$ cat src/rtl/core/igemv_pkg.sv
// Shared types and constants for the int4-weight GEMV tile.
// Item structs for both channels and the record passed along the row chain.
// No dependencies.
package igemv_pkg;

	localparam int ACT_ROWS  = 8;   // rows carried by the activation fields
	localparam int COL_SLOTS = 8;   // columns addressable by the column field
	localparam int ACC_W     = 32;
	localparam int ADDR_W    = 3;

	localparam logic [ADDR_W-1:0] ADDR_ACTIVE_ROWS  = 3'h0;
	localparam logic [3:0]        ACTIVE_ROWS_RESET = 4'd1;
	localparam logic [3:0]        NIBBLE_MASK       = 4'hf;

	typedef struct packed {
		logic [2:0]  column;
		logic [7:0]  weight_pair;
		logic [63:0] acts_even;
		logic [63:0] acts_odd;
		logic        first;
		logic        finish;
	} in_item_t;

	typedef struct packed {
		logic [2:0]        row;
		logic [2:0]        out_column;
		logic signed [31:0] sum;
		logic              end_of_run;
	} out_item_t;

	typedef logic [ACT_ROWS-1:0][ACC_W-1:0] sum_vec_t;

	// item plus the per-row sums filled in as it walks the chain
	typedef struct packed {
		in_item_t item;
		sum_vec_t sums;
	} chain_t;

endpackage

$ cat src/rtl/core/igemv_cell.sv
// One row cell: holds that row's accumulators for every column.
// Adds low*even + high*odd for its row and passes the item to the next cell.
// Depends on igemv_pkg.
module igemv_cell import igemv_pkg::*; #(
	parameter int ROW_IDX = 0,
	parameter int DEPTH   = 8
) (
	input  logic   clk,
	input  logic   arst_n,
	input  logic   adv,
	input  logic   in_vld,
	input  chain_t in_data,
	output logic   out_vld,
	output chain_t out_data
);

	localparam int CW   = (DEPTH > 1) ? $clog2(DEPTH) : 1;
	localparam bit FILL = (ROW_IDX < ACT_ROWS);
	localparam int SLOT = FILL ? ROW_IDX : 0;

	logic [ACC_W-1:0] acc_q [DEPTH];
	logic             vld_s1;
	chain_t           data_s1;

	logic [CW-1:0]      col_idx;
	logic signed [3:0]  w_lo;
	logic signed [3:0]  w_hi;
	logic signed [7:0]  act_e;
	logic signed [7:0]  act_o;
	logic signed [11:0] prod_e;
	logic signed [11:0] prod_o;
	logic signed [12:0] dot;
	logic [ACC_W-1:0]   acc_base;
	logic [ACC_W-1:0]   acc_new;
	chain_t             nxt;

	always_comb begin
		col_idx  = in_data.item.column[CW-1:0];
		w_lo     = signed'(in_data.item.weight_pair[3:0] & NIBBLE_MASK);
		w_hi     = signed'(in_data.item.weight_pair[7:4] & NIBBLE_MASK);
		// rows past the eighth see zero activations
		act_e    = FILL ? signed'(in_data.item.acts_even[8*SLOT +: 8]) : '0;
		act_o    = FILL ? signed'(in_data.item.acts_odd[8*SLOT +: 8]) : '0;
		prod_e   = w_lo * act_e;
		prod_o   = w_hi * act_o;
		dot      = 13'(prod_e) + 13'(prod_o);
		acc_base = in_data.item.first ? '0 : acc_q[col_idx];
		acc_new  = acc_base + ACC_W'(dot);
		nxt      = in_data;
		if (FILL) begin
			nxt.sums[SLOT] = acc_new;
		end
	end

	always_ff @(posedge clk or negedge arst_n) begin
		if (!arst_n) begin
			vld_s1 <= 1'b0;
			for (int i = 0; i < DEPTH; i++) begin
				acc_q[i] <= '0;
			end
		end else if (adv) begin
			vld_s1 <= in_vld;
			if (in_vld) begin
				acc_q[col_idx] <= acc_new;
			end
		end
	end

	always_ff @(posedge clk) begin
		if (adv) begin
			data_s1 <= nxt;
		end
	end

	assign out_vld  = vld_s1;
	assign out_data = data_s1;

endmodule

$ cat config.mk
export PLATFORM = sky130hd
export DESIGN_NAME = igemv_cell
export DESIGN_NICKNAME = d
export VERILOG_FILES = /design/src/rtl/core/igemv_pkg.sv /design/src/rtl/core/igemv_cell.sv
export SDC_FILE = /design/constraint.sdc
export NUM_CORES = 1
export LEC_CHECK = 0
export ABC_AREA = 1
export BUFFER_PORTS_ARGS = -buffer_cell sky130_fd_sc_hd__buf_2
export CAP_MARGIN = 5
export CORE_AREA = 2 2 314 316
export DETAILED_ROUTE_END_ITERATION = 8
export DIE_AREA = 0 0 316 318
export PLACE_DENSITY = 0.47
export SYNTH_ARGS = -nofsm -noshare
export SYNTH_HDL_FRONTEND = slang
export SYNTH_SLANG_ARGS = --single-unit
$ cat constraint.sdc
create_clock -name clk -period 2.91 [get_ports clk]
set_clock_uncertainty 0.15 [all_clocks]
set_input_delay 0 -clock clk [delete_from_list [all_inputs] [get_ports clk]]
set_output_delay 0 -clock clk [all_outputs]
set_load 0.1 [all_outputs]
**Word-level counts from Yosys, hierarchy flattened**

Index checks and enable logic that the tools add are counted.

- Memories kept: 0
- RAM bits: 0
- Output and inout port bits: 398
- Memory bits (read-only): 0
- Flip-flop bits (word level): 654
- Logic and storage cells: 39
- Latch bits: 0

- Equal/unequal tests: 0
- Multiplexer cells: 7
- Add/sub/neg operators: 2
- Bitwise gates (word level): 1
- Multiply operators: 2
- Shifts and indexed selects: 0
- Magnitude comparators: 2
- Divide/modulo/power cells: 0
- Reductions and logical operators: 2

Operators with widths:

| kind | number |
|---|---|
| $bwmux 256 | 1 |
| $mux 32 | 4 |
| $bmux 32 s3 | 1 |
| $demux 32 s3 | 1 |
| $add 32x32->32 | 1 |
| $mul 4x8->12 | 2 |
| $add 12x12->13 | 1 |
| $ge 4x4->1 const B | 1 |
| $lt 4x1->1 const B | 1 |
| $not 3->4 | 1 |
| $reduce_and 2->1 | 1 |
| $logic_and 1x1->1 | 1 |

**Logic depth before layout (Yosys ltp)**

- Depth after elaboration: 7
- Gate-level depth with buffers: 34

**Worst setup path after synthesis**

Ideal clock, no wire load.

- Path kind: in2reg
- Start point: in in_data[389] in the netlist's numbering
- End point: reg data_s1, in the netlist out_data[29] (data pin)
- Setup time: 255 ps
- Slack: -2777 ps
- Arrival: 5282 ps
- Path buffers: 0
- Stages on the path: 25
- Cells stage by stage: clkinv_1 > or2_2 > fa_1 > inv_1 > fa_1 > fa_1 > inv_1 > fa_1 > inv_1 > ha_1 > nand2_1 > nor2_1 > nand2_1 > a21oi_1 > nor2_1 > nand2_1 > nand2_1 > ha_1 > a21oi_1 > o21bai_1 > a21oi_2 > nor2_1 > nor2_1 > nand3_2 > and2_1

- Longest elaborated chain between the ends: 3

RTL lines:

| element | line | text |
|---|---|---|
| from (decl) | igemv_cell.sv:12 | `input chain_t in_data,` |
| $mul 4x8->12 | igemv_cell.sv:44 | `prod_e = w_lo * act_e;` |
| $add 12x12->13 | igemv_cell.sv:46 | `dot = 13'(prod_e) + 13'(prod_o);` |
| $add 32x32->32 | igemv_cell.sv:48 | `acc_new = acc_base + ACC_W'(dot);` |
| net acc_new[29] | igemv_cell.sv:34 | `logic [ACC_W-1:0] acc_new;` |
| to (signal assigned) | igemv_cell.sv:71 | `data_s1 <= nxt;` |
| to (decl) | igemv_cell.sv:23 | `chain_t data_s1;` |

The timed path passes the listed nets, and every way through them passes these cells.
A chain may end at the register's enable or synchronous reset.

**Worst setup path in the final report**

- Start point: in in_data[390] in the netlist's numbering
- End point: reg data_s1, in the netlist out_data[14] (data pin)

- Longest elaborated chain between the ends: 3

RTL lines:

| element | line | text |
|---|---|---|
| $mul 4x8->12 | igemv_cell.sv:45 | `prod_o = w_hi * act_o;` |
| $add 12x12->13 | igemv_cell.sv:46 |  |
| $add 32x32->32 | igemv_cell.sv:48 |  |
| net acc_new[14] | igemv_cell.sv:34 |  |

The timed path passes the listed nets, and every way through them passes these cells.

==> out/qor.txt <==
largest family of logic cells by synthesized area -> simple AND/OR/NAND/NOR gates
max frequency -> 207 MHz
CP max FO -> 9
P_int -> 35.7 mW
Final Hold Viols -> 0
hpwl dp -> 100000 µm
Tmin final -> 4.82 ns
Ports -> 799
Iter 0 DRT Violations -> 2082
Synth Area per Inst -> 11.3 µm²
placed inst area -> 0.0366 mm²
Core Rows -> 115
crit-path leading delay family -> adder cells
crit path launch type -> input port
clk slew on worst S/H paths -> 0.06 ns
Power Total -> 64.5 mW
worst endpoint required time -> 3.15 ns
Yosys warnings -> 0
crit path DAT -> 5.07 ns
failing checks -> setup timing
Clk pwr share -> 16.6%
CTS tree -> built
register share of total power -> 21.5%
worst setup margin -> -1.91 ns
DR DRC count -> 0
Synth async-reset ratio -> 39.3%
initial antenna violation count -> 22
core footprint -> 0.0974 mm²
CP max stage delay -> 0.60 ns
top_reg_cell synth -> edfxtp_1
Net Switching -> 28.7 mW
post-synthesis mux area share -> 0%
Root Buffer -> clkbuf_16
drt total wl -> 138000 µm
Leak -> 22.2 nW
Post-Place Worst Slack -> -2.87 ns
post-synthesis xor/xnor area fraction -> 0.946%
Max VDD drop -> 1340 µV
placed cells -> 4805
Fill cells -> 8894
Slew headroom -> 23.5%
via count -> 26500
Post-Synth Adder-Cell Area -> 6.81%
Die ar. -> 0.100 mm²
Seq cells post-synth -> 654
Max Cap Violations -> 0
Crit Path Category -> in2reg
CTS max path bufs -> 3
Logic pwr share -> 62.0%
synth unique cells -> 48
Pwr Density -> 1320 mW/mm²
Port-buffer cells -> 766
clock latency reported for the late side of the worst-skew pair -> 0.65 ns
H-tree depth -> 3
worst slew pin tran -> 1.15 ns
Crit. End Element -> register
Mapped Cells -> 2500
period utilisation layout -> 166%
wire per inst -> 24.3 µm
Num CTS Buffers -> 80
Post-synth EDFFs -> 397
post-route ant nets -> 0
layout cells sized above 1 -> 38.1%
unrepaired setup endpoints after global routing -> yes
Max Slew Vio Count -> 0
initial core utilization -> 28.9%
worst min path class -> in2reg
vias in the first global route -> 26400
area grow syn2layout -> 72.8%
CP max stage cell -> fa_2
Die W -> 316 µm
syn nets -> 3020
Finished Layout Cells -> 5695
placer congestion estimate -> 1.05
post-synthesis compound-gate area fraction -> 7.07%
Seq/Total Area, Yosys -> 65.2%
number of detailed-route iterations in the first pass -> 5
clk sinks -> 654
Bufs and invs on worst path -> 6
GRT overflow -> 0
Final Setup Violations -> 272
Final Instance Area -> 0.0487 mm²
largest net degree at the start of global routing -> 152
switch share -> 44.6%
Total GRT Usage -> 26.8%
simple-gate area share of the yosys netlist -> 15.5%
mapped cell area -> 0.0282 mm²
Die H -> 318 µm
outcome -> complete, but fails checks
Via density -> 4.65
first-pass GRT wire length -> 192000 µm
layout net count -> 4846
[worst paths after layout]
path	slack [ns]	cells after the start	start	to
max reg2reg	-0.29	14	acc_q[32]	out_data[24]
min in group asynchronous	0.38	4	arst_n	acc_q[48]
min	0.04	2	in_data[228]	out_data[228]
max in group asynchronous	1.85	4	arst_n	acc_q[39]
min reg2reg	0.32	2	acc_q[250]	acc_q[250]
max	-1.91	25	in_data[390]	out_data[14]
[worst reg2reg max path, delay by kind of cell, from the launching register on]
family          cells  cell delay (ns)
flops               1             0.38
fa+ha+maj           2             0.69
buf+inv             1             0.15
simple gates        6             0.80
compound gates      5             0.79
[layout by cell type (no fill, tap or decap), types with 23 or more instances in the layout]
cell,count
o21ai_0,103
o21ai_1,42
inv_1,210
dlygate4sd3_1,684
dfrtp_1,257
nand3_2,78
nor2_4,23
buf_6,46
clkbuf_16,83
edfxtp_1,397
nand2_2,57
buf_4,279
fa_1,54
nand2_1,685
ha_1,28
inv_2,39
nand3_1,40
nand2_4,36
a22oi_1,38
nor2_1,31
ha_4,34
buf_12,39
buf_2,759
[cells in the mapped netlist (3+ instances only)]
cell type / count / share of area, %
buf_2: 14 / 0.25
a31oi_1: 7 / 0.16
nand3_2: 10 / 0.36
o22ai_1: 10 / 0.22
a22oi_1: 38 / 1.0
dfrtp_1: 257 / 23
and2_1: 11 / 0.24
ha_1: 62 / 2.8
buf_1: 3 / 0.040
nand3b_1: 3 / 0.080
inv_1: 236 / 3.1
a221oi_1: 18 / 0.56
nor3_1: 10 / 0.18
edfxtp_1: 397 / 42
o21bai_1: 6 / 0.16
o21ai_1: 39 / 0.69
a22o_1: 6 / 0.19
o21ai_0: 127 / 2.3
nand3_1: 114 / 2.0
inv_2: 17 / 0.23
nand2_2: 11 / 0.24
nor2_1: 64 / 0.85
nor2_2: 5 / 0.11
a41oi_1: 22 / 0.68
or2_2: 18 / 0.40
and3_1: 11 / 0.24
clkbuf_1: 59 / 0.79
xor2_1: 7 / 0.22
nand4_1: 4 / 0.089
xor2_4: 4 / 0.39
xnor2_1: 9 / 0.28
nand3b_2: 4 / 0.16
a21oi_1: 50 / 0.89
fa_1: 57 / 4.1
nand2_1: 772 / 10
[logic make-up after synthesis]
logic type,Yosys count
flops,654
xor+xnor,21
buf+inv,331
compound gates,332
fa+ha+maj,119
simple gates,1043
[area by class of cell]
cell class                 instances  area (µm²)  area share, %
timing repair buffer            1815       14200           29.1
tap                             1287        1610           3.31
sequential                       654       18400           37.7
timing repair inverter             1        5.00         0.0103
clock buffer                     103        2170           4.46
inverter                         255         992           2.04
multi-input combinational       1519       10700           22.1
clock inverter                    43         597           1.23
antenna                           18        45.0         0.0925
[power groups by stage]
stage	registers, mW	logic [mW]	clock network, mW
2_1_floorplan	18.2	12.4	0
3_3_place_gp	14.0	30.6	0
3_5_place_dp	14.0	30.6	0
4_1_cts	13.8	34.3	10.9
5_1_grt	14.1	42.7	11.2
6_report	13.9	39.9	10.7
[state kept, by name, summed over array words and instances (netlist names)]
| register | cells |
|---|---|
| out_data | 397 |
| out_vld | 1 |
| acc_q | 256 |
[per-stage QoR]
step,hold slack (ns),utilization (%),setup TNS [ns]
floorplan,-0.446,-,-480.77
global placement,-0.126,37.6,-694.23
detailed placement,-0.125,37.6,-694.40
CTS,0.00678,48.2,-446.60
global route,0.0257,49.9,-501.27
finish,0.0394,50.0,-446.58
[metal layers]
layer / share of wire [%] / vias to the layer above / GRT usage [%] / wire length [µm]
met3: 8.0 / 220 / 6.79 / 11000
met5: 0.026 / - / 0 / 36
li1: - / 12100 / - / -
met4: 3.6 / 6 / 8.78 / 4970
met2: 46 / 958 / 42.5 / 63300
met1: 43 / 13200 / 35.6 / 59000
[timing repair]
item                       in CTS  in global routing
setup endpoints to repair     271                277
hold endpoints to repair      876                  0
buffers inserted                9                 27
gates resized for setup       128                351
cloned                          3                  2
hold buffers                  685                  0
pin swaps                      53                128
No activity file was read; power rests on OpenSTA's default activity.
