--- src/rtl/core/igemv_pkg.sv ---
// Shared types and constants for the int4-weight GEMV tile.
// Item structs for both channels and the record passed along the row chain.
// No dependencies.
package igemv_pkg;

	localparam int ACT_ROWS  = 8;   // rows carried by the activation fields
	localparam int COL_SLOTS = 8;   // columns addressable by the column field
	localparam int ACC_W     = 32;
	localparam int ADDR_W    = 3;

	localparam logic [ADDR_W-1:0] ADDR_ACTIVE_ROWS  = 3'h0;
	localparam logic [3:0]        ACTIVE_ROWS_RESET = 4'd1;
	localparam logic [3:0]        NIBBLE_MASK       = 4'hf;

	typedef struct packed {
		logic [2:0]  column;
		logic [7:0]  weight_pair;
		logic [63:0] acts_even;
		logic [63:0] acts_odd;
		logic        first;
		logic        finish;
	} in_item_t;

	typedef struct packed {
		logic [2:0]        row;
		logic [2:0]        out_column;
		logic signed [31:0] sum;
		logic              end_of_run;
	} out_item_t;

	typedef logic [ACT_ROWS-1:0][ACC_W-1:0] sum_vec_t;

	// item plus the per-row sums filled in as it walks the chain
	typedef struct packed {
		in_item_t item;
		sum_vec_t sums;
	} chain_t;

endpackage

--- src/rtl/core/igemv_emit.sv ---
// Result serializer: takes a finished column record from the chain tail
// and hands out one row sum per item on the result channel.
// Depends on igemv_pkg.
module igemv_emit import igemv_pkg::*; #(
	parameter int EMIT = 8
) (
	input  logic      clk,
	input  logic      arst_n,
	input  logic      load,
	input  chain_t    load_data,
	input  logic [3:0] active_rows,
	output logic      can_load,
	output logic      result_valid,
	input  logic      result_ready,
	output out_item_t result
);

	logic       busy_q;
	logic [2:0] row_q;
	logic [2:0] last_q;
	logic [2:0] col_q;
	sum_vec_t   sums_q;

	logic       take;
	logic       at_end;
	logic [3:0] n_rows;

	always_comb begin
		if (active_rows == 4'd0) begin
			n_rows = 4'd1;
		end else if (active_rows > 4'(EMIT)) begin
			n_rows = 4'(EMIT);
		end else begin
			n_rows = active_rows;
		end
	end

	assign take     = busy_q && result_ready;
	assign at_end   = (row_q == last_q);
	assign can_load = !busy_q || (take && at_end);

	always_ff @(posedge clk or negedge arst_n) begin
		if (!arst_n) begin
			busy_q <= 1'b0;
			row_q  <= '0;
		end else if (load) begin
			busy_q <= 1'b1;
			row_q  <= '0;
		end else if (take) begin
			if (at_end) begin
				busy_q <= 1'b0;
			end else begin
				row_q <= row_q + 3'd1;
			end
		end
	end

	always_ff @(posedge clk) begin
		if (load) begin
			last_q <= 3'(n_rows - 4'd1);
			col_q  <= load_data.item.column;
			sums_q <= load_data.sums;
		end
	end

	assign result_valid = busy_q;
	always_comb begin
		result.row        = row_q;
		result.out_column = col_q;
		result.sum        = signed'(sums_q[row_q]);
		result.end_of_run = at_end;
	end

endmodule

--- config.mk ---
export PLATFORM = sky130hd
export DESIGN_NAME = igemv_emit
export DESIGN_NICKNAME = d
export VERILOG_FILES = /design/src/rtl/core/igemv_pkg.sv /design/src/rtl/core/igemv_emit.sv
export SDC_FILE = /design/constraint.sdc
export NUM_CORES = 1
export LEC_CHECK = 0
export ABC_AREA = 1
export BUFFER_PORTS_ARGS = -buffer_cell sky130_fd_sc_hd__buf_2
export CAP_MARGIN = 10
export CORE_AREA = 2 2 174 176
export CTS_CLUSTER_DIAMETER = 40
export DETAILED_ROUTE_END_ITERATION = 12
export DIE_AREA = 0 0 176 178
export SLEW_MARGIN = 20
export SYNTH_ARGS = -nofsm -noshare
export SYNTH_HDL_FRONTEND = slang
export SYNTH_SLANG_ARGS = --single-unit
--- constraint.sdc ---
create_clock -name clk -period 1.8 [get_ports clk]
set_clock_uncertainty 0.05 [all_clocks]
set_input_delay 0.09 -clock clk [delete_from_list [all_inputs] [get_ports clk]]
set_output_delay 0.09 -clock clk [all_outputs]
set_load 0.01 [all_outputs]
# Yosys cells after proc, flatten, opt, wreduce, memory -nomap -nowiden
# Cells that the tools add are included.
dict set report word_totals {
  reg_bits 266
  latchBits 0
  ramBits 0
  mem_bits_ro 0
  inputBits 405
  out_inout_bits 41
  wordCells 37
  memories 0
}
dict set report op_classes {
  add_sub_neg 2
  multipliers 0
  div_mod_pow 0
  magnitude_cmp 2
  eq_ne 2
  shifts 0
  n_mux 10
  bitwise 0
  n_reduce_logical 9
}
# op count
set ops {}
lappend ops {{$bmux W32 S3} 1}
lappend ops {{$mux W32} 1}
lappend ops {{$mux W3} 5}
lappend ops {{$gt A4 B4 Y1 const B} 1}
lappend ops {{$logic_not A4 Y1} 1}
lappend ops {{$lt A3 B4 Y1 const B} 1}
lappend ops {{$reduce_and A2 Y1} 2}
lappend ops {{$reduce_bool A2 Y1} 2}
lappend ops {{$add A3 B1 Y3 const B} 1}
lappend ops {{$eq A3 B3 Y1} 1}
lappend ops {{$mux W1} 3}
lappend ops {{$sub A3 B1 Y3 const B} 1}
lappend ops {{$logic_and A1 B1 Y1} 2}
lappend ops {{$ne A2 B2 Y1 const B} 1}
lappend ops {{$logic_not A1 Y1} 1}
lappend ops {{$logic_or A1 B1 Y1} 1}

# Longest topological paths before layout
# Gate-level depths: netlist of the first run.
dict set report depth {
  ltp_word 4
  mapped_depth 8
  depth_no_buf 7
}

# Worst setup path after synthesis of the first run
# OpenSTA, ideal clock, no wires.
dict set report synth_timing {
  path_type {register to output}
  startpoint {reg row_q[0]}
  endpoint {out result[25] (netlist bit)}
  arrival_time_ns 1.296
  required_time_ns 1.660
  path_slack_ns 0.364
  path_stages_with_launch 9
  path_buffers 3
  cell_sequence {dfrtp_1 buf_6 inv_4 buf_6 buf_6 nor2_1 o22ai_1 nand2_1 nand2_1}
}
# element line_no
set synth_lines {}
lappend synth_lines {{start, declared} igemv_emit.sv:19} ;# logic [2:0] row_q;
lappend synth_lines {{start signal, assigned} igemv_emit.sv:53} ;# row_q <= row_q + 3'd1;
lappend synth_lines {{end, declared} igemv_emit.sv:15} ;# output out_item_t result

==> results of run 1 <==
-- cell usage in the layout (no fill, tap or decap), types with 4 or more instances in the layout --
master                          count
sky130_fd_sc_hd__o21ai_4            5
sky130_fd_sc_hd__nor2_1           109
sky130_fd_sc_hd__o21ai_2           17
sky130_fd_sc_hd__nor2_2            16
sky130_fd_sc_hd__inv_6              7
sky130_fd_sc_hd__o22ai_1           45
sky130_fd_sc_hd__buf_4             24
sky130_fd_sc_hd__inv_1              6
sky130_fd_sc_hd__clkinv_2           5
sky130_fd_sc_hd__clkinvlp_4         5
sky130_fd_sc_hd__clkbuf_16         53
sky130_fd_sc_hd__o21ai_0           49
sky130_fd_sc_hd__nand2_1           85
sky130_fd_sc_hd__o22ai_2           12
sky130_fd_sc_hd__dlygate4sd3_1    267
sky130_fd_sc_hd__o21ai_1           60
sky130_fd_sc_hd__o22ai_4            7
sky130_fd_sc_hd__buf_2            289
sky130_fd_sc_hd__buf_12            22
sky130_fd_sc_hd__nand2_2           23
sky130_fd_sc_hd__clkinv_1           5
sky130_fd_sc_hd__bufinv_16          4
sky130_fd_sc_hd__edfxtp_1         262
sky130_fd_sc_hd__buf_6             20
sky130_fd_sc_hd__nor2_4             4
-- final cells by class --
| class | count | area (um^2) | share of cell area |
|---|---|---|---|
| clock buffers | 47 | 1110 | 0.0626 |
| repair buffers | 637 | 5320 | 0.299 |
| flip-flops and latches | 266 | 7970 | 0.449 |
| multi-input cells | 446 | 2480 | 0.140 |
| inverters | 10 | 52.6 | 0.00296 |
| clock inverters | 33 | 339 | 0.0191 |
| well taps | 390 | 488 | 0.0275 |
| diodes | 1 | 2.50 | 0.000141 |
-- through the flow --
stage | hold WS (ps) | utilization | setup slack (ps) | std cells | setup TNS (ps)
after floorplan | -256 | - | 364 | 771 | 0
after global placement | -150 | 0.428 | -15.8 | 1452 | -15.8
after detailed placement | -148 | 0.428 | -25.7 | 1452 | -25.7
after CTS | 8.46 | 0.574 | -476 | 1799 | -13620
after global routing | 123 | 0.605 | -550 | 1830 | -15530
final | 131 | 0.605 | -465 | 1830 | -12800
-- report_power, final --
group / internal, uW / leakage [uW] / switching (uW) / total [uW]
Combinational: 1810 / 0.00388 / 1880 / 3680
Clock: 5130 / 0.000700 / 3160 / 8290
Sequential: 7370 / 0.00261 / 184 / 7550
-- cells by family after synthesis --
| logic type | count (synthesis) |
|---|---|
| AO/OA/AOI/OAI | 195 |
| XOR/XNOR | 3 |
| adder cells (fa/ha/maj) | 2 |
| buffers and inverters | 59 |
| flip-flops | 266 |
| AND/OR/NAND/NOR | 246 |
-- layer usage --
| layer | part of all wire | wire length [um] | GRT usage | up-vias |
|---|---|---|---|---|
| met5 | 0 | 0 | 0 | - |
| met4 | 0.034 | 1310 | 0.0902 | 0 |
| met3 | 0.079 | 3010 | 0.0563 | 105 |
| met2 | 0.48 | 18300 | 0.357 | 495 |
| met1 | 0.41 | 15700 | 0.283 | 4376 |
| li1 | - | - | - | 4118 |
-- repair_timing --
action / in CTS / in global routing
hold buffers: 266 / 1
gates cloned: 1 / 13
hold endpoints to repair: 305 / 1
setup endpoints to repair: 34 / 34
buffers inserted: 0 / 16
resized for setup: 40 / 142
pin swaps: 6 / 40
-- registers in the layout, indices dropped and copies added, names as in the netlist --
register / cells
row_q: 3
last_q: 3
result_valid: 1
sums_q: 256
col_q: 3
-- worst max-delay path, delay by kind of cell (launching register included) --
kind	cells	cell delay, ps
AOI/OAI and AO/OA	2	550
and+or+nand+nor	2	180
DFF	1	550
buffers and inverters	2	300
-- how the worst max path moves through the flow --
stage                  start         end  slack [ps]  cells after the start
floorplan           row_q[0]  result[25]         360                      8
global placement    row_q[0]  result[10]         -20                      8
detailed placement  row_q[0]  result[10]         -30                      8
CTS                 row_q[0]  result[17]        -480                      6
global route        row_q[0]  result[11]        -550                      6
finish              row_q[0]  result[11]        -470                      6
==> results.yml, run 1 <==
clocking:
  htreeDepth: 2
  cts_made_buffers: 43
  tritoncts_clock_tree: "built"
  clkSlewWorstSetupHoldPaths_ps: 60
  clock_tree.buffer_depth: 3
  cts_num_sinks: 266
  clock_latency_on_the_worst_skew_pair_ps: 550
  clock_tree.root_cell: "sky130_fd_sc_hd__clkbuf_16"
route:
  drt_first_pass_iters: 5
  detail_route.iter0.violations: 720
  detail_route.drc_violations: 0
  final_antenna_net_count: 0
  avgRoutedWirePerCell_um: 20.9
  detailroute.via_count: 9094
  viasPerCell: 4.97
  finalWirelength_mm: 38.3
synthesis:
  yosys.area_share.xor_xnor: 0.00253
  synth-edff-count: 262
  syn-num-nets: 1178
  synthCells: 771
  synth-async-reset-ratio: 0.0150
  synth_sequential_area_ratio: 0.769
  yosys_cell_types: 21
  ys_flop_type: "sky130_fd_sc_hd__edfxtp_1"
  synthDominantAreaCellType: "sky130_fd_sc_hd__edfxtp_1"
  synth.top_cells.by_count: "sky130_fd_sc_hd__edfxtp_1, sky130_fd_sc_hd__nor2_1, sky130_fd_sc_hd__nand2_1"
  share_of_the_synthesized_area_in_compound_gates_ao_oa_aoi_oai: 0.102
  post-synth-top-area-fraction: 0.759
  synth_fa_ha_area_frac: 0.00241
  ys_ff_latch: 266
  netlist_area_um2: 10400
  synth-simple-area-share: 0.0904
  synth_top_cells_by_area: "sky130_fd_sc_hd__edfxtp_1, sky130_fd_sc_hd__nor2_1, sky130_fd_sc_hd__o21ai_0, sky130_fd_sc_hd__nand2_1, sky130_fd_sc_hd__o22ai_1"
  postSynthAreaPerCell_um2: 13.4
  synth_warn: 0
  main_combinational_cell_family_by_area_after_synthesis: "compound AO/OA/AOI/OAI gates"
  post-synth-top-count-cell: "sky130_fd_sc_hd__edfxtp_1"
  post_synth_mux_area_share: 0
sta:
  setup_viol: 34
  fmax_mhz: 441
  tightestPinTransition_ps: 493
  finalWorstSetupSlack_ps: -465
  final_min_period_over_clock_period: 1.26
  maxSlewHeadroom: 0.671
  grt_setup_unrepaired: "true"
  layout_min_cycle_time_ps: 2270
  timing.final.max_slew_violations: 0
  finalHoldViolations: 0
placed_design:
  io_buffers: 307
  place.detailed.hpwl_mm: 20.2
  place.gp.congestion: 0.805
  placed_area_um2: 12600
min_path:
  hold-path-endpoint: "last_q[1]"
  hold_path_class: "in2reg"
  holdCritStartpoint: "active_rows[0]"
  min_delay_path_depth: 5
cells_and_area:
  stdcell_area_um2: 17800
  fill_cells: 2170
  post_route_cells_drive_above_1_share: 0.372
  area_growth_syn_to_layout_pct: 71.5
  nNetsFinal: 1811
worst_setup_path:
  path_class: "reg2out"
  cp.required_ps: 1660
  regToRegEndpoint: "row_q[2]"
  crit_path_start_kind: "register"
  worst_setup_path_end_kind: "output port"
  worst-path-max-fanout: 7
  worstReg2RegStart: "row_q[0]"
  critical_path.max_stage_delay_ps: 550
  worst_path_most_repeated_cell: "sky130_fd_sc_hd__nand2_2"
  cp.arrival_ps: 2130
  timing.critical_path.cells: "buf_12 > o21ai_0 > o22ai_4 > nand2_2 > nand2_2 > buf_6"
  cell_with_the_biggest_individual_delay_on_the_critical_path: "sky130_fd_sc_hd__dfrtp_4"
  number_of_cells_on_the_worst_reg_to_reg_path: 10
  setup.reg_to_reg.worst_slack_ps: 80
global_routing:
  global_route_wire_length_before_repair_mm: 51.8
  grt_pass1_vias: 9281
  grt_antenna_before_repair: 1
  grt_max_degree: 68
  gr-total-overflow: 0
  grt_util_all_layers: 0.220
floorplan:
  design.die.area_um2: 31300
  floorplan.core_area_um2: 29400
  core.rowCount: 63
  effective_utilization_at_floorplan: 0.353
  dieWidth_um: 176
  design.portCount: 446
  die_height_um: 178
power_and_ir_drop:
  power.total_uw: 19500
  p_leak_uw: 0.00719
  cellPowerDensity_nw_per_um2: 1100
  worst_ir_drop_vdd_v: 0.000994
run_status:
  run_status: "finished, violations left"
  violations: "negative setup slack"
run:
  maxCapViolations: 0
(Power assumes the default switching activity.)
==> run 2, diff against run 1 <==
Settings changed: MAX_ROUTING_LAYER from default to met4, PLACE_DENSITY_LB_ADDON from default to 0.08.
==> results.yml, run 2 (synthesis gave the netlist of run 1 again) <==
floorplan:
  design.portCount: 446
  floorplan.core_area_um2: 29400
  design.die.area_um2: 31300
  die_height_um: 178
  dieWidth_um: 176
  effective_utilization_at_floorplan: 0.353
  core.rowCount: 63
cells_and_area:
  largest_register: "sums_q"
  area_growth_syn_to_layout_pct: 69.8
  nNetsFinal: 1815
  utilization: 0.599
  most_frequent_cells_in_the_layout: "sky130_fd_sc_hd__buf_2, sky130_fd_sc_hd__dlygate4sd3_1, sky130_fd_sc_hd__edfxtp_1, sky130_fd_sc_hd__nor2_1, sky130_fd_sc_hd__nand2_1"
  mostFrequentLayoutCell: "sky130_fd_sc_hd__buf_2"
  largest_reg_flops: 256
  post_route_cells_drive_above_1_share: 0.364
global_routing:
  gr-total-overflow: 0
  grt_pass1_vias: 8808
  grt_antenna_before_repair: 1
  global_route_wire_length_before_repair_mm: 49.7
  grt_max_degree: 67
  grt_util_all_layers: 0.219
sta:
  layout_min_cycle_time_ps: 2210
  setup_viol: 34
  fmax_mhz: 451
  fin_setup_tns_ps: -11770
  timing.final.max_slew_violations: 0
  maxSlewHeadroom: 0.749
  finalHoldViolations: 0
  final_min_period_over_clock_period: 1.23
  tightestPinTransition_ps: 377
  grt_setup_unrepaired: "true"
  finalWorstSetupSlack_ps: -415
clocking:
  tritoncts_clock_tree: "built"
  cts_made_buffers: 44
  cts_num_sinks: 266
  clock_latency_on_the_worst_skew_pair_ps: 510
  clock_tree.buffer_depth: 3
  htreeDepth: 2
  clkSlewWorstSetupHoldPaths_ps: 50
  clock_tree.root_cell: "sky130_fd_sc_hd__clkbuf_16"
run_status:
  run_status: "finished, violations left"
  violations: "negative setup slack"
power_and_ir_drop:
  cellPowerDensity_nw_per_um2: 1070
  worst_ir_drop_vdd_v: 0.000728
  power.total_uw: 18900
  p_leak_uw: 0.00717
worst_setup_path:
  cp.arrival_ps: 2070
  critical_path.max_stage_delay_ps: 560
  cell_with_the_biggest_individual_delay_on_the_critical_path: "sky130_fd_sc_hd__dfrtp_4"
  worst_setup_path_end_kind: "output port"
  timing.critical_path.cells: "buf_4 > clkbuf_16 > nor2_2 > o22ai_2 > buf_4 > nand2_2 > nand2_1 > buf_2"
  cp.required_ps: 1660
  worst_path_most_repeated_cell: "sky130_fd_sc_hd__buf_4"
  path_class: "reg2out"
  crit_path_start_kind: "register"
  worst-path-max-fanout: 10
placed_design:
  place.gp.congestion: 0.819
  io_buffers: 307
  place.detailed.hpwl_mm: 20.3
  worst_setup_slack_before_clock_tree_synthesis_ps: 6.45
route:
  detail_route.iter0.violations: 710
  detailroute.via_count: 8721
  avgRoutedWirePerCell_um: 19.0
  finalWirelength_mm: 34.8
  final_antenna_net_count: 0
  detail_route.drc_violations: 0
  viasPerCell: 4.77
  drt_first_pass_iters: 5
min_path:
  hold_path_class: "in2reg"
run:
  maxCapViolations: 0
-- run 2: changes by cell type in the layout (fill, tap and decap cells not counted), sizes merged --
cell         delta
buf             +8
clkinv          +8
bufinv          -1
clkinvlp        -4
inv            -10
dlygate4sd3     -1
-- run 2: path summary, 6_finish.rpt --
check                                from            to  slack [ps]  depth (start not counted)
setup / recovery                 row_q[0]     result[8]        -410                          8
hold / removal             active_rows[1]     last_q[1]          40                          4
setup reg to reg                 row_q[0]      row_q[0]          60                         10
hold reg to reg              result_valid  result_valid         620                          3
max in group asynchronous          arst_n      row_q[0]         940                          3
min in group asynchronous          arst_n      row_q[1]         500                          3
-- run 2: timing repair --
action                     CTS  global route
pin swaps                    9             8
setup endpoints to repair   34            34
setup buffers                7             2
hold endpoints to repair   291             0
hold buffers               266             0
cloned                       8             5
resized for setup           87            90
-- run 2: report_power, final --
part | switching [uW] | leakage [uW] | internal [uW]
logic | 1790 | 0.00389 | 1830
clock network | 2760 | 0.000667 | 4940
registers | 170 | 0.00261 | 7370
total | 4720 | 0.00717 | 14100
-- run 2: layer usage --
layer  wire, um  GRT usage
met3       2520     0.0362
met4        707     0.0592
met5          0          -
met2      15800      0.335
met1      15800      0.305
-- run 2: through the flow --
step | area (um^2) | hold slack [ps] | instances
2_1_floorplan | 10400 | -256 | 771
3_3_place_gp | 12600 | -126 | 1465
3_5_place_dp | 12600 | -124 | 1465
4_1_cts | 17200 | 20.3 | 1823
5_1_grt | 17600 | 69.1 | 1830
6_report | 17600 | 35.2 | 1830
-- run 2: cell type report --
class | instances | area, um^2
Fill cell | 2372 | 11800
Sequential cell | 266 | 7970
Timing Repair Buffer | 640 | 5300
Multi-Input combinational cell | 446 | 2430
Clock buffer | 51 | 1150
Tap cell | 390 | 488
Clock inverter | 26 | 203
Inverter | 10 | 52.6
Antenna cell | 1 | 2.50
-- run 2: worst max-delay path: cells and delay by family (launching register included) --
kind            cells  cell delay, ps
compound gates      1             110
buf+inv             4             640
flops               1             560
simple gates        3             240
==> run 3, diff against run 2 <==
Settings changed: PLACE_DENSITY_LB_ADDON 0.08 to default.
==> results.yml, run 3 (synthesis gave the netlist of run 1 again) <==
run_status:
  run_status: "finished, violations left"
  violations: "negative setup slack"
power_and_ir_drop:
  power.combinational.fraction: 0.192
  worst_ir_drop_vdd_v: 0.00100
  internal-power_uw: 14400
  p_switching_uw: 5280
  p_leak_uw: 0.00723
  pwr-share-seq: 0.385
  power.total_uw: 19600
  cellPowerDensity_nw_per_um2: 1100
  power.switching_fraction: 0.269
  p_clk_frac: 0.423
global_routing:
  global_route_wire_length_before_repair_mm: 51.9
  grt_pass1_vias: 9271
  grt_util_all_layers: 0.227
  gr-total-overflow: 0
  grt_max_degree: 68
  grt_antenna_before_repair: 2
clocking:
  tritoncts_clock_tree: "built"
  cts_made_buffers: 43
  clock_tree.buffer_depth: 3
  clkSlewWorstSetupHoldPaths_ps: 60
  cts_num_sinks: 266
  clock_latency_on_the_worst_skew_pair_ps: 550
  htreeDepth: 2
  clock_tree.root_cell: "sky130_fd_sc_hd__clkbuf_16"
floorplan:
  effective_utilization_at_floorplan: 0.353
  design.die.area_um2: 31300
  floorplan.core_area_um2: 29400
  die_height_um: 178
  dieWidth_um: 176
  core.rowCount: 63
  design.portCount: 446
worst_setup_path:
  cpLargestDelayFamily: "buffers and inverters"
  cp.arrival_ps: 2120
  worst_setup_path_end_kind: "output port"
  crit_path_start_kind: "register"
  cp_num_buf_inv: 3
  critical_path.max_stage_delay_ps: 460
  timing.critical_path.cells: "inv_4 > bufbuf_16 > o21ai_0 > o22ai_1 > nand2_1 > nand2_1 > buf_2"
  cell_with_the_biggest_individual_delay_on_the_critical_path: "sky130_fd_sc_hd__dfrtp_2"
  setup.reg_to_reg.worst_slack_ps: 110
  cp.required_ps: 1660
  worst-path-max-fanout: 13
  path_class: "reg2out"
  worst_path_most_repeated_cell: "sky130_fd_sc_hd__nand2_1"
placed_design:
  place.gp.congestion: 0.816
  io_buffers: 307
  place.detailed.hpwl_mm: 20.2
  placed_area_um2: 12600
sta:
  tightestPinTransition_ps: 520
  setup_viol: 34
  timing.final.max_slew_violations: 0
  finalHoldViolations: 0
  fmax_mhz: 443
  layout_min_cycle_time_ps: 2260
  worst_hold_slack_after_final_layout_ps: 117
  grt_setup_unrepaired: "true"
  maxSlewHeadroom: 0.653
  finalWorstSetupSlack_ps: -456
  final_min_period_over_clock_period: 1.25
route:
  top_layer: "met4"
  detail_route.drc_violations: 0
  met1_wire_length_mm: 16.1
  detailroute.via_count: 9175
  viasPerCell: 5.01
  drt_first_pass_iters: 5
  avgRoutedWirePerCell_um: 21.5
  met2_length_mm: 18.8
  detail_route_met3_wl_mm: 3.04
  final_antenna_net_count: 0
  finalWirelength_mm: 39.4
  detail_route.iter0.violations: 836
cells_and_area:
  stdcell_area_um2: 17900
  most_frequent_cells_in_the_layout: "sky130_fd_sc_hd__buf_2, sky130_fd_sc_hd__dlygate4sd3_1, sky130_fd_sc_hd__edfxtp_1, sky130_fd_sc_hd__nor2_1, sky130_fd_sc_hd__nand2_1"
  nNetsFinal: 1813
  largest_register: "sums_q"
  utilization: 0.608
  post_route_cells_drive_above_1_share: 0.380
  mostFrequentLayoutCell: "sky130_fd_sc_hd__buf_2"
  largest_reg_flops: 256
  area_growth_syn_to_layout_pct: 72.6
run:
  maxCapViolations: 0
min_path:
  hold_path_class: "in2reg"
[run 3: cell count changes in the layout (fill, tap and decap cells not counted), moves of 6 or more]
cell,previous run,this run
sky130_fd_sc_hd__nand2_1,93,81
sky130_fd_sc_hd__buf_4,33,21
sky130_fd_sc_hd__o22ai_1,37,43
sky130_fd_sc_hd__buf_16,8,2
sky130_fd_sc_hd__o22ai_4,0,7
sky130_fd_sc_hd__buf_12,15,22
sky130_fd_sc_hd__inv_6,0,7
sky130_fd_sc_hd__o22ai_2,27,14
sky130_fd_sc_hd__nand2_2,13,27
[run 3: metal layers]
metal  global-route usage  vias up
met5                    -        -
met4               0.0902        0
met3               0.0529      128
met2                0.356      533
met1                0.286     4391
li1                     -     4123
[run 3: path summary, 6_finish.rpt]
check	start	end	cells after the start
setup / recovery	row_q[1]	result[29]	7
hold / removal	active_rows[0]	last_q[1]	5
setup reg to reg	row_q[0]	row_q[2]	10
hold reg to reg	result_valid	result_valid	2
max in group asynchronous	arst_n	row_q[0]	3
min in group asynchronous	arst_n	row_q[0]	3
[run 3: final cells by class]
class / instances / area, um^2
fillers: 2160 / 11500
flip-flops and latches: 266 / 7970
repair buffers: 639 / 5390
multi-input cells: 446 / 2530
clock buffers: 47 / 1110
well taps: 390 / 488
clock inverters: 33 / 339
inverters: 10 / 52.6
diodes: 2 / 5.00
[run 3: what timing repair did]
| action | in CTS | in global routing |
|---|---|---|
| buffers inserted | 0 | 16 |
| hold buffers | 266 | 1 |
| cloned | 1 | 15 |
| hold endpoints to repair | 305 | 1 |
| setup endpoints to repair | 34 | 34 |
| gates resized for setup | 40 | 155 |
| pin swaps | 6 | 33 |
[run 3: stage by stage]
step / cells / setup TNS [ps] / setup WS (ps)
2_1_floorplan: 771 / 0 / 364
3_3_place_gp: 1452 / -15.8 / -15.8
3_5_place_dp: 1452 / -25.7 / -25.7
4_1_cts: 1799 / -13620 / -476
5_1_grt: 1833 / -15390 / -532
6_report: 1833 / -12730 / -456
[run 3: power groups by stage]
stage | Combinational [uW] | Sequential, uW | Clock (uW)
2_1_floorplan | 1130 | 7590 | 0
3_3_place_gp | 2250 | 7600 | 0
3_5_place_dp | 2280 | 7620 | 0
4_1_cts | 2900 | 7500 | 8370
5_1_grt | 4030 | 7590 | 8690
6_report | 3780 | 7560 | 8310
[run 3: worst register-to-register path, cell delays in order, from the launching register on]
cell and delay (ps):
sky130_fd_sc_hd__dfrtp_4 550, sky130_fd_sc_hd__clkinv_8 130, sky130_fd_sc_hd__buf_12 120, sky130_fd_sc_hd__clkbuf_16 150, sky130_fd_sc_hd__nand2_1 60, sky130_fd_sc_hd__nand2_2 80, sky130_fd_sc_hd__nand3_4 110, sky130_fd_sc_hd__buf_4 170
sky130_fd_sc_hd__nand2_2 70, sky130_fd_sc_hd__nand3_1 70, sky130_fd_sc_hd__nand2_1 70
